<file path="src/rtl/dsra_pkg.sv">
package dsra_pkg;

    localparam int DSRA_WINDOW_DEPTH = 8;
    localparam int VAL_W             = 10;
    localparam int RAW_W             = 16;
    localparam int STAT_W            = 8;
    localparam int DIST_W            = 11;
    localparam int CFG_IDX_W         = 8;

    // x / 10 == (x * 52429) >> 19 for any 16-bit x
    localparam int                RECIP_W     = 16;
    localparam logic [RECIP_W-1:0] RECIP_TEN  = 16'd52429;
    localparam int                RECIP_SHIFT = 19;
    localparam int                CM_W        = RAW_W + RECIP_W - RECIP_SHIFT;

    localparam logic [CFG_IDX_W-1:0] CFG_MAX_DIST   = 8'd0;
    localparam logic [CFG_IDX_W-1:0] CFG_STOP_DIST  = 8'd1;
    localparam logic [CFG_IDX_W-1:0] CFG_SLOW_DIST  = 8'd2;
    localparam logic [CFG_IDX_W-1:0] CFG_SPIKE_LIM  = 8'd3;

    localparam logic [VAL_W-1:0] RST_MAX_DIST  = 10'd400;
    localparam logic [VAL_W-1:0] RST_STOP_DIST = 10'd15;
    localparam logic [VAL_W-1:0] RST_SLOW_DIST = 10'd30;
    localparam logic [VAL_W-1:0] RST_SPIKE_LIM = 10'd50;

    localparam logic [DIST_W-1:0] DIST_NONE = '1;

    typedef struct packed {
        logic in_rdy;
        logic conv;
        logic upd;
        logic div_take;
        logic load_out;
    } t_cmd;

    typedef struct packed {
        logic in_acc;
        logic take;
        logic div_done;
        logic out_free;
    } t_sts;

endpackage

</file>
<file path="src/rtl/dsra_ctrl.sv">
module dsra_ctrl
    import dsra_pkg::*;
(
    input  logic i_clk,
    input  logic i_rst_n,
    input  t_sts i_sts,
    output t_cmd o_cmd
);

    typedef enum logic [4:0] {
        ST_IDLE = 5'b00001,
        ST_CONV = 5'b00010,
        ST_UPD  = 5'b00100,
        ST_DIV  = 5'b01000,
        ST_OUT  = 5'b10000
    } t_state;

    t_state r_state, n_state;

    always_comb begin
        n_state = r_state;
        o_cmd   = '0;
        case (r_state)
            ST_IDLE: begin
                o_cmd.in_rdy = 1'b1;
                if (i_sts.in_acc) n_state = ST_CONV;
            end
            ST_CONV: begin
                o_cmd.conv = 1'b1;
                n_state    = ST_UPD;
            end
            ST_UPD: begin
                o_cmd.upd = 1'b1;
                n_state   = i_sts.take ? ST_DIV : ST_OUT;
            end
            ST_DIV: begin
                if (i_sts.div_done) begin
                    o_cmd.div_take = 1'b1;
                    n_state        = ST_OUT;
                end
            end
            ST_OUT: begin
                if (i_sts.out_free) begin
                    o_cmd.load_out = 1'b1;
                    n_state        = ST_IDLE;
                end
            end
            default: n_state = ST_IDLE;
        endcase
    end

    always_ff @(posedge i_clk) begin
        if (!i_rst_n) begin
            r_state <= ST_IDLE;
        end else begin
            r_state <= n_state;
        end
    end

endmodule

</file>
<file path="config.mk">
export PLATFORM = sky130hd
export DESIGN_NAME = dsra_ctrl
export DESIGN_NICKNAME = d
export VERILOG_FILES = /design/src/rtl/dsra_pkg.sv /design/src/rtl/dsra_ctrl.sv
export SDC_FILE = /design/constraint.sdc
export NUM_CORES = 1
export LEC_CHECK = 0
export BUFFER_PORTS_ARGS = -buffer_cell sky130_fd_sc_hd__buf_2
export CAP_MARGIN = 25
export CORE_AREA = 2 2 39 41
export CTS_CLUSTER_SIZE = 12
export DETAILED_ROUTE_END_ITERATION = 6
export DIE_AREA = 0 0 41 43
export GPL_ROUTABILITY_DRIVEN = 0
export GPL_TIMING_DRIVEN = 0
export PLACE_DENSITY = 0.38
export SLEW_MARGIN = 20
export SYNTH_ARGS = -nofsm -noshare
export SYNTH_HDL_FRONTEND = slang
export SYNTH_SLANG_ARGS = --single-unit
</file>
<file path="constraint.sdc">
create_clock -name i_clk -period 1.4 [get_ports i_clk]
set_input_delay 0.14 -clock i_clk [delete_from_list [all_inputs] [get_ports i_clk]]
set_output_delay 0.14 -clock i_clk [all_outputs]
set_load 0.05 [all_outputs]
</file>
# Word level (Yosys, flattened, before mapping)
# Cells that the tools add are included.
dict set report word_totals {
  regBits 5
  inputBits 6
  out_inout_bits 5
  wordCells 22
}
dict set report op_classes {
  n_eq_ne 8
  mux 12
  reduce_logical 1
}
# op n
set op_table {}
lappend op_table {{one-hot mux 5 bit (5 select lines)} 1}
lappend op_table {{2-to-1 mux 5 bit} 4}
lappend op_table {{2-to-1 mux 1 bit} 7}
lappend op_table {{inequality test 2 bit (second input constant)} 3}
lappend op_table {{== test 5 x 1 -> 1 bit (second input constant)} 1}
lappend op_table {{== test 5 x 2 -> 1 bit (second input constant)} 1}
lappend op_table {{== test 5 x 3 -> 1 bit (second input constant)} 1}
lappend op_table {{== test 5 x 4 -> 1 bit (second input constant)} 1}
lappend op_table {{== test 5 bit (second input constant)} 1}
lappend op_table {{AND reduction 3 bit} 1}

# Logic depth before layout (Yosys ltp)
# Gate-level depths: netlist of the first run.
dict set report depth {
  word_depth 3
  ltp_mapped 4
}

# Worst setup path before layout of the first run
# Ideal clock, no wire load.
dict set report synth_timing {
  path_type {register to register}
  from {register r_state[3]}
  to {register r_state[3]}
  arrival_ns 1.667
  setup_slack_ns -0.337
  stages_incl_launch_ff 5
  path_buffers 0
  period_less_slack_ns 1.737
  cell_sequence {dfxtp_1 -> nand2b_1 -> nor4_2 -> nand2_1 -> a21boi_1}
}
dict set report synth_via {
  elab_chain_cells 3
  word_cells_on_any_way 10
}
# item line_no
set synth_rtl {}
lappend synth_rtl {{start, declared} dsra_ctrl.sv:18} ;# t_state r_state, n_state;
lappend synth_rtl {{start signal, assigned} dsra_ctrl.sv:56} ;# r_state <= n_state;
lappend synth_rtl {{== test 5 x 1 -> 1 bit (tied with other cells)} dsra_ctrl.sv:23} ;# case (r_state)
lappend synth_rtl {{inequality test 2 bit (no source line)} --}
lappend synth_rtl {{AND reduction 3 bit (no source line)} --}
# Several ways; a longest one is shown, not always the timed one.
# A chain may end at the register's enable or synchronous reset.

==> key figures, run 1 <==
Synth
  – Mapped cell area: 285 sq um
  – FF+latch count, synth: 5
  – Post-synth EDFFs: 0
  – Synth Flop Type: dfxtp_1
  – Cells after Synth: 35
  – Distinct cells, synth: 21
  – Synth warn: 0
  – Commonest cells post-synth: dfxtp_1, and3_1, nor2_1
  – Share of synthesized registers carrying an async set or reset: 0
  – Sequential-to-total area share from yosys stat: 0.351
  – Synth area leaders: dfxtp_1, and3_1, nor2_1
  – Syn avg cell area: 8.15 sq um
  – Cell taking the most area after synthesis: dfxtp_1
  – Net count after synthesis: 41
  – Most frequent cell after synthesis: dfxtp_1
  – Yosys top cell area share: 0.351

Placement
  – # port buffers: 10
  – HPWL Detailed: 555 microns
  – Number of cells after detailed placement: 61
  – DP Area: 367 sq um

CTS
  – Reg clk slew, reported paths: 40 ps
  – Hold-fix buffers, CTS: 0
  – Clock tree sinks: 5
  – Clk buf depth: 2
  – Total CTS buffers: 3
  – CTS Root Cell: clkbuf_4
  – H-Tree Depth: 1
  – Insertion delay to the later sink of the worst-skew pair: 230 ps
  – TritonCTS clock tree: yes
  – # Post-CTS Setup Buffers: 0

Routing
  – WL/cell: 11.3 microns
  – First DRT Iteration DRCs: 4
  – DRC Markers: 0
  – Antenna Nets Post-Route: 0
  – Drt first pass iters: 4
  – Vias: 310
  – WL final: 732 microns
  – Via density: 4.77

Finish
  – Biggest regs: r_state x5
  – Fill cells: 157
  – Share of cells above drive strength 1: 0.429
  – Layout Cells excl Fill: 65
  – # nets final: 56
  – Max reg flops: 5
  – Biggest register: r_state
  – N_diodes: 0
  – Footprint of the multi-input gates: 200 sq um
  – Register area: 106 sq um
  – Final non-filler cell area: 427 sq um
  – P&R area growth vs syn: 49.6%

STA
  – # setup viols final: 0
  – Fin. Hold Viols: 0
  – Worst Tran Pin Value: 240 ps
  – Slew margin rel.: 0.839
  – TNS Setup: 0 ps
  – Tcrit/Tclk final: 0.962
  – Fin crit period: 1350 ps
  – Fmax: 0.742 GHz
  – Max-slew violations: 0
  – RSZ-0062 raised after global routing: true
  – Clock skew: 1.91 ps

Die
  – Initial Utilization: 0.206
  – Die height: 43 microns
  – Die area: 1760 sq um
  – Core box area: 1380 sq um
  – Row cnt: 14
  – Die X-Extent: 41 microns
  – Ports: 11

Critical path
  – CP Launch Type: flip-flop
  – Worst Path Max Fanout: 7
  – Required @ worst endpoint: 1260 ps
  – Crit. End Element: output port
  – Critical path startpoint: r_state[3]$_SDFFE_PN0P_
  – CP Class: reg2out
  – Worst flop-to-flop path startpoint: r_state[3]$_SDFFE_PN0P_
  – R2R setup slack: 140 ps
  – CP arrival: 1210 ps

Global routing
  – Met1 GRT Util: 0.113
  – GRT busiest layer: met2
  – Total track usage: 0.0996
  – Vias in the first global route: 292
  – Met3 track demand over resource: 0.0471
  – Total gr overflow: 0
  – Pin count of the biggest net entering global routing: 8
  – First-pass GRT wire length: 1170 microns
  – Met2 track demand over resource: 0.144
  – Initial antenna violation count: 0

Pwr
  – IR drop worst, VDD: 0.378 mV
  – Power Density: 949 nW/um^2
  – Pwr Total: 0.000405 W
  – Static Leakage: 0.175 nW

Run
  – Max Cap Viol: 0

Min path
  – Hold_sp: i_sts[3]
  – Worst hold path type: in2reg

Status
  – Outcome: completed
## worst max-delay path, stage by stage (launching register included)
cell and delay (ps):
dfxtp_1 350, nand2b_1 230, nor4_4 190, buf_6 200
## kinds of logic (layout without fill, tap and decap cells)
family,count (synthesis),after routing,synth area share
simple gates,20,20,0.417
compound gates,9,9,0.219
flops,5,5,0.351
buf+inv,1,15,0.0131
## final cells by class
cell class,count,area share
Clock buffer,4,0.0616
Inverter,1,0.00880
Multi-Input combinational cell,29,0.469
Sequential cell,5,0.249
Tap cell,16,0.0469
Timing Repair Buffer,10,0.164
## through the flow
| stage | hold WS, ps | utilization | setup slack [ps] |
|---|---|---|---|
| after CTS | 148 | 0.295 | 21.4 |
| after detailed placement | 391 | 0.265 | 141 |
| after global placement | 385 | 0.265 | 161 |
| after global routing | 162 | 0.308 | -30.3 |
| after floorplan | 279 | - | -9.48 |
| final | 152 | 0.308 | 52.7 |
## metal layers
layer / wire length (microns) / up-vias
li1: - / 162
met2: 342 / 6
met3: 30 / 2
met4: 5 / 0
met5: 0 / -
met1: 353 / 140
## cell usage in the layout, fill, tap and decap left out
| cell type | synthesis | routed |
|---|---|---|
| o21a_1 | 1 | 1 |
| and3_1 | 4 | 4 |
| buf_4 | 0 | 3 |
| nor2b_1 | 1 | 1 |
| o31a_1 | 1 | 1 |
| nand2b_1 | 2 | 2 |
| and4_2 | 1 | 1 |
| nor3_1 | 2 | 2 |
| nand3_2 | 0 | 1 |
| o21ai_0 | 2 | 2 |
| nand2_1 | 2 | 2 |
| clkbuf_4 | 0 | 3 |
| dfxtp_2 | 0 | 2 |
| nor4_4 | 0 | 1 |
| a311o_1 | 1 | 1 |
| o21ai_1 | 1 | 1 |
| inv_1 | 1 | 1 |
| nor2_1 | 4 | 2 |
| nor2_2 | 0 | 2 |
| o2bb2ai_1 | 1 | 1 |
| and2_1 | 1 | 1 |
| dfxtp_4 | 0 | 1 |
| dfxtp_1 | 5 | 2 |
| buf_6 | 0 | 2 |
| a21boi_1 | 1 | 1 |
| a21oi_1 | 1 | 1 |
| nand4b_1 | 1 | 1 |
| buf_2 | 0 | 5 |
| clkbuf_1 | 0 | 1 |
## path summary, 6_finish.rpt
check,to,cells past startpoint
max,o_cmd[2],3
min,r_state[1]$_SDFFE_PN0P_,2
max reg2reg,r_state[0]$_SDFFE_PN1P_,4
min reg2reg,r_state[0]$_SDFFE_PN1P_,2
## power by group
group / total (W) / internal (W) / switching, W
Clock: 0.000161 / 0.000107 / 0.0000531
Sequential: 0.000164 / 0.000149 / 0.0000147
Combinational: 0.0000809 / 0.0000326 / 0.0000482
Total: 0.000405 / 0.000289 / 0.000116
## repair_timing
| action | in CTS | in global routing |
|---|---|---|
| resized for setup | 7 | 6 |
| gates cloned | 0 | 0 |
| setup endpoints to repair | 5 | 5 |
Power figures use the tool's default switching activity.
==> run 2: changes to the inputs <==
CELL_PAD_IN_SITES_DETAIL_PLACEMENT = 1   (was default)
CELL_PAD_IN_SITES_GLOBAL_PLACEMENT = 1   (was default)
MAX_ROUTING_LAYER = met4   (was default)
PLACE_DENSITY = 0.51   (was 0.38)
SKIP_LAST_GASP = 1   (was default)
==> run 2 against run 1 <==
Non-clock buffer count unchanged; die area unchanged; register-to-register slack hardly changed; combinational power down 2%; clock power about the same; sequential power about the same; global-route usage increased by 0.32 points; sequential cell count did not move; first-iteration DRC count decreased by 25%; hold slack got worse by 7.8 ps; largest power group unchanged; highest routed layer is now met3.
==> key figures, run 2 (synthesis gave the netlist of run 1 again) <==
Status
  – Outcome: completed

Routing
  – Via density: 4.72
  – WL final: 746 microns
  – Drt first pass iters: 2
  – WL/cell: 11.5 microns
  – Antenna Nets Post-Route: 0
  – Vias: 307
  – DRC Markers: 0
  – First DRT Iteration DRCs: 3

Finish
  – Most frequent cells in the layout: buf_2, and3_1, clkbuf_4, nor2_1, dfxtp_2
  – Register area: 104 sq um
  – P&R area growth vs syn: 48.7%
  – Max reg flops: 5
  – Footprint of the multi-input gates: 200 sq um
  – Share of cells above drive strength 1: 0.429
  – Most common cell after layout, fill and taps aside: buf_2
  – Biggest regs: r_state x5
  – # nets final: 56
  – Biggest register: r_state
  – Final non-filler cell area: 424 sq um
  – Fill cells: 172
  – N_diodes: 0

Placement
  – Place WS: 138 ps
  – DP Area: 367 sq um
  – HPWL Detailed: 619 microns
  – # port buffers: 10

Min path
  – Worst hold path type: in2reg
  – Hold Path Depth: 2

STA
  – Slew margin rel.: 0.833
  – Clock skew: 0.919 ps
  – Worst Tran Pin Value: 250 ps
  – RSZ-0062 raised after global routing: true
  – Hold_ws: 144 ps
  – Fmax: 0.739 GHz
  – TNS Setup: 0 ps
  – Fin crit period: 1350 ps
  – Max-slew violations: 0
  – Fin. Hold Viols: 0
  – Setup WS post-layout: 46.4 ps
  – # setup viols final: 0
  – Tcrit/Tclk final: 0.967

CTS
  – Total CTS buffers: 3
  – CTS Root Cell: clkbuf_4
  – Insertion delay to the later sink of the worst-skew pair: 230 ps
  – Clock tree sinks: 5
  – TritonCTS clock tree: yes
  – # Post-CTS Setup Buffers: 0
  – Reg clk slew, reported paths: 40 ps
  – Clk buf depth: 2
  – Post-cts sizing count: 6
  – H-Tree Depth: 1
  – Hold-fix buffers, CTS: 0

Critical path
  – CP Launch Type: flip-flop
  – CP Class: reg2out
  – Crit. End Element: output port
  – R2R cell count: 4
  – Required @ worst endpoint: 1260 ps
  – CP arrival: 1210 ps
  – Worst Path Max Fanout: 7

Global routing
  – Total gr overflow: 0
  – Pin count of the biggest net entering global routing: 8
  – Initial antenna violation count: 0
  – First-pass GRT wire length: 1190 microns
  – Vias in the first global route: 302
  – Total track usage: 0.103

Die
  – Ports: 11
  – Die height: 43 microns
  – Initial Utilization: 0.206
  – Core box area: 1380 sq um
  – Die area: 1760 sq um
  – Die X-Extent: 41 microns
  – Row cnt: 14

Pwr
  – Sw Share: 0.283
  – Power Density: 950 nW/um^2
  – Static Leakage: 0.172 nW
  – Reg power frac: 0.406
  – NetSw: 0.000114 W
  – Clock Power Share: 0.397
  – IR drop worst, VDD: 0.396 mV
  – Internal power: 0.000289 W
  – Logic gate share of total power: 0.197

Run
  – Max Cap Viol: 0
[run 2: layer usage]
metal	share of wire	global-route usage	vias to the layer above
met5	0	-	-
met3	0.044	0.0157	0
li1	-	-	160
met2	0.50	0.144	5
met4	0	0.0600	0
met1	0.46	0.135	142
[run 2: cell type report]
cell class	instances	share of cell area
Inverter	1	0.00885
Timing Repair Buffer	10	0.165
Sequential cell	5	0.245
Tap cell	16	0.0472
Multi-Input combinational cell	29	0.472
Clock buffer	4	0.0619
[run 2: through the flow]
stage / power (W) / std cells / util
2_1_floorplan: 0.000213 / 35 / -
3_5_place_dp: 0.000237 / 61 / 0.265
4_1_cts: 0.000410 / 65 / 0.293
3_3_place_gp: 0.000235 / 61 / 0.265
6_report: 0.000403 / 65 / 0.307
5_1_grt: 0.000427 / 65 / 0.307
[run 2: path summary, 6_finish.rpt]
kind / start / endpoint / slack, ps
worst max-delay path: r_state[3]$_SDFFE_PN0P_ / o_cmd[4] / 50
worst min-delay path: i_sts[3] / r_state[1]$_SDFFE_PN0P_ / 140
worst max register to register: r_state[3]$_SDFFE_PN0P_ / r_state[2]$_SDFFE_PN0P_ / 140
worst min register to register: r_state[4]$_SDFFE_PN0P_ / r_state[0]$_SDFFE_PN1P_ / 610
[run 2: worst max-delay path: stages, from the launching register on]
cell and delay [ps]:
dfxtp_1 360, nor2_1 140, nand3_1 150, nor2_2 150, buf_6 170
[run 2: power by group through the flow]
stage | clock, W | combinational (W) | sequential, W
after floorplan | 0 | 0.0000513 | 0.000162
after global placement | 0 | 0.0000701 | 0.000165
after detailed placement | 0 | 0.0000719 | 0.000165
after CTS | 0.000171 | 0.0000755 | 0.000163
after global routing | 0.000174 | 0.0000871 | 0.000166
final | 0.000160 | 0.0000795 | 0.000164
==> run 3: changes to the inputs <==
clock period = 1.7 ns   (was 1.4 ns; I/O delays follow)
==> run 3 against run 2 <==
Global-route usage grew 0.51 points; first-iteration DRC count unchanged; worst setup slack better by 130 ps; sequential cell count unchanged; cell area fell by 8.0%; sequential power down 18%; hold slack improved by 36 ps; power fell by 19%; die area did not move; wire length is 10% higher; critical endpoint is now o_cmd[0].
==> key figures, run 3 (synthesis gave the netlist of run 1 again) <==
Critical path
  – Crit Reg-Reg Endpoint: r_state[0]$_SDFFE_PN1P_
  – Crit. End Element: output port
  – Max stage delay cell, worst path: dfxtp_1
  – CP Launch Type: flip-flop
  – R2R cell count: 4
  – CP Class: reg2out
  – R2R setup slack: 410 ps
  – CP arrival: 1360 ps
  – CP peak stage delay: 490 ps
  – Required @ worst endpoint: 1530 ps
  – Worst Path Max Fanout: 7
  – Worst flop-to-flop path startpoint: r_state[3]$_SDFFE_PN0P_
  – Buffers & Inverters on Critical Path: 1
  – Cell Chain, Critical Path: nor2b_1 > and3_1 > buf_2
  – Crit-path leading delay family: flip-flops

Finish
  – Biggest regs: r_state x5
  – Most frequent cells in the layout: buf_2, dfxtp_1, nor2_1, and3_1, clkbuf_4
  – Register area: 100 sq um
  – Layout Cells excl Fill: 65
  – Footprint of the multi-input gates: 190 sq um
  – Most common cell after layout, fill and taps aside: buf_2
  – Share of cells above drive strength 1: 0.306
  – Max reg flops: 5
  – Biggest register: r_state
  – # nets final: 56
  – Fill cells: 174
  – N_diodes: 0
  – P&R area growth vs syn: 36.8%

CTS
  – CTS Root Cell: clkbuf_4
  – Clock tree sinks: 5
  – Reg clk slew, reported paths: 40 ps
  – Hold-fix buffers, CTS: 0
  – Post-cts sizing count: 0
  – H-Tree Depth: 1
  – Clk buf depth: 2
  – Total CTS buffers: 3
  – # Post-CTS Setup Buffers: 0
  – TritonCTS clock tree: yes
  – Insertion delay to the later sink of the worst-skew pair: 240 ps

Global routing
  – Total gr overflow: 0
  – Total track usage: 0.108
  – Pin count of the biggest net entering global routing: 8
  – Vias in the first global route: 301
  – Initial antenna violation count: 0
  – First-pass GRT wire length: 1240 microns

STA
  – Max-slew violations: 0
  – Fin crit period: 1530 ps
  – Tcrit/Tclk final: 0.897
  – Fmax: 0.656 GHz
  – TNS Setup: 0 ps
  – Fin. Hold Viols: 0
  – Clock skew: 1.71 ps
  – RSZ-0062 raised after global routing: false
  – Slew margin rel.: 0.789
  – # setup viols final: 0
  – Worst Tran Pin Value: 316 ps

Routing
  – Vias: 320
  – WL final: 823 microns
  – Drt first pass iters: 4
  – WL/cell: 12.7 microns
  – Antenna Nets Post-Route: 0
  – Via density: 4.92
  – First DRT Iteration DRCs: 3
  – DRC Markers: 0

Status
  – Outcome: completed

Die
  – Core box area: 1380 sq um
  – Initial Utilization: 0.206
  – Die height: 43 microns
  – Die X-Extent: 41 microns
  – Row cnt: 14
  – Die area: 1760 sq um
  – Ports: 11

Min path
  – Worst hold path type: in2reg
  – Hold Path Depth: 2
  – Worst Hold Endpoint: r_state[1]$_SDFFE_PN0P_
  – Hold_sp: i_sts[3]

Placement
  – HPWL Detailed: 643 microns
  – # port buffers: 10
  – Number of cells after detailed placement: 61

Pwr
  – IR drop worst, VDD: 0.296 mV
  – Static Leakage: 0.167 nW
  – Power Density: 836 nW/um^2

Run
  – Max Cap Viol: 0
-- run 3: per-stage QoR --
stage	util	cell area [sq um]	total power [W]	hold WS, ps	setup slack (ps)
final	0.282	390	0.000326	180	175
after global routing	0.282	390	0.000349	182	75.5
after CTS	0.282	390	0.000334	174	168
after detailed placement	0.263	364	0.000194	425	425
after global placement	0.263	364	0.000192	414	457
after floorplan	-	294	0.000174	309	151
-- run 3: area by class of cell --
| cell class | instances | share of cell area |
|---|---|---|
| sequential | 5 | 0.256 |
| clock buffer | 4 | 0.0673 |
| inverter | 1 | 0.00962 |
| multi-input combinational | 29 | 0.487 |
| timing repair buffer | 10 | 0.128 |
| tap | 16 | 0.0513 |
-- run 3: report_power, final --
| part | switching, W | internal, W |
|---|---|---|
| clock | 0.0000450 | 0.0000885 |
| sequential | 0.0000116 | 0.000123 |
| combinational | 0.0000387 | 0.0000195 |
| total | 0.0000954 | 0.000231 |
-- run 3: routing by layer --
layer / up-vias / GRT usage / part of all wire
li1: 160 / - / -
met1: 154 / 0.122 / 0.44
met2: 6 / 0.172 / 0.52
met3: 0 / 0.0157 / 0.039
met4: 0 / 0.0600 / 0
met5: - / - / 0
-- run 3: worst max path at each step --
stage / cells past startpoint / to / slack [ps] / startpoint
after floorplan: 4 / r_state[1]$_SDFFE_PN0P_ / 150 / r_state[2]$_SDFFE_PN0P_
after global placement: 3 / o_cmd[0] / 460 / r_state[4]$_SDFFE_PN0P_
after detailed placement: 3 / o_cmd[0] / 430 / r_state[1]$_SDFFE_PN0P_
after CTS: 3 / o_cmd[0] / 170 / r_state[1]$_SDFFE_PN0P_
after global routing: 3 / o_cmd[0] / 80 / r_state[1]$_SDFFE_PN0P_
final: 3 / o_cmd[0] / 170 / r_state[4]$_SDFFE_PN0P_
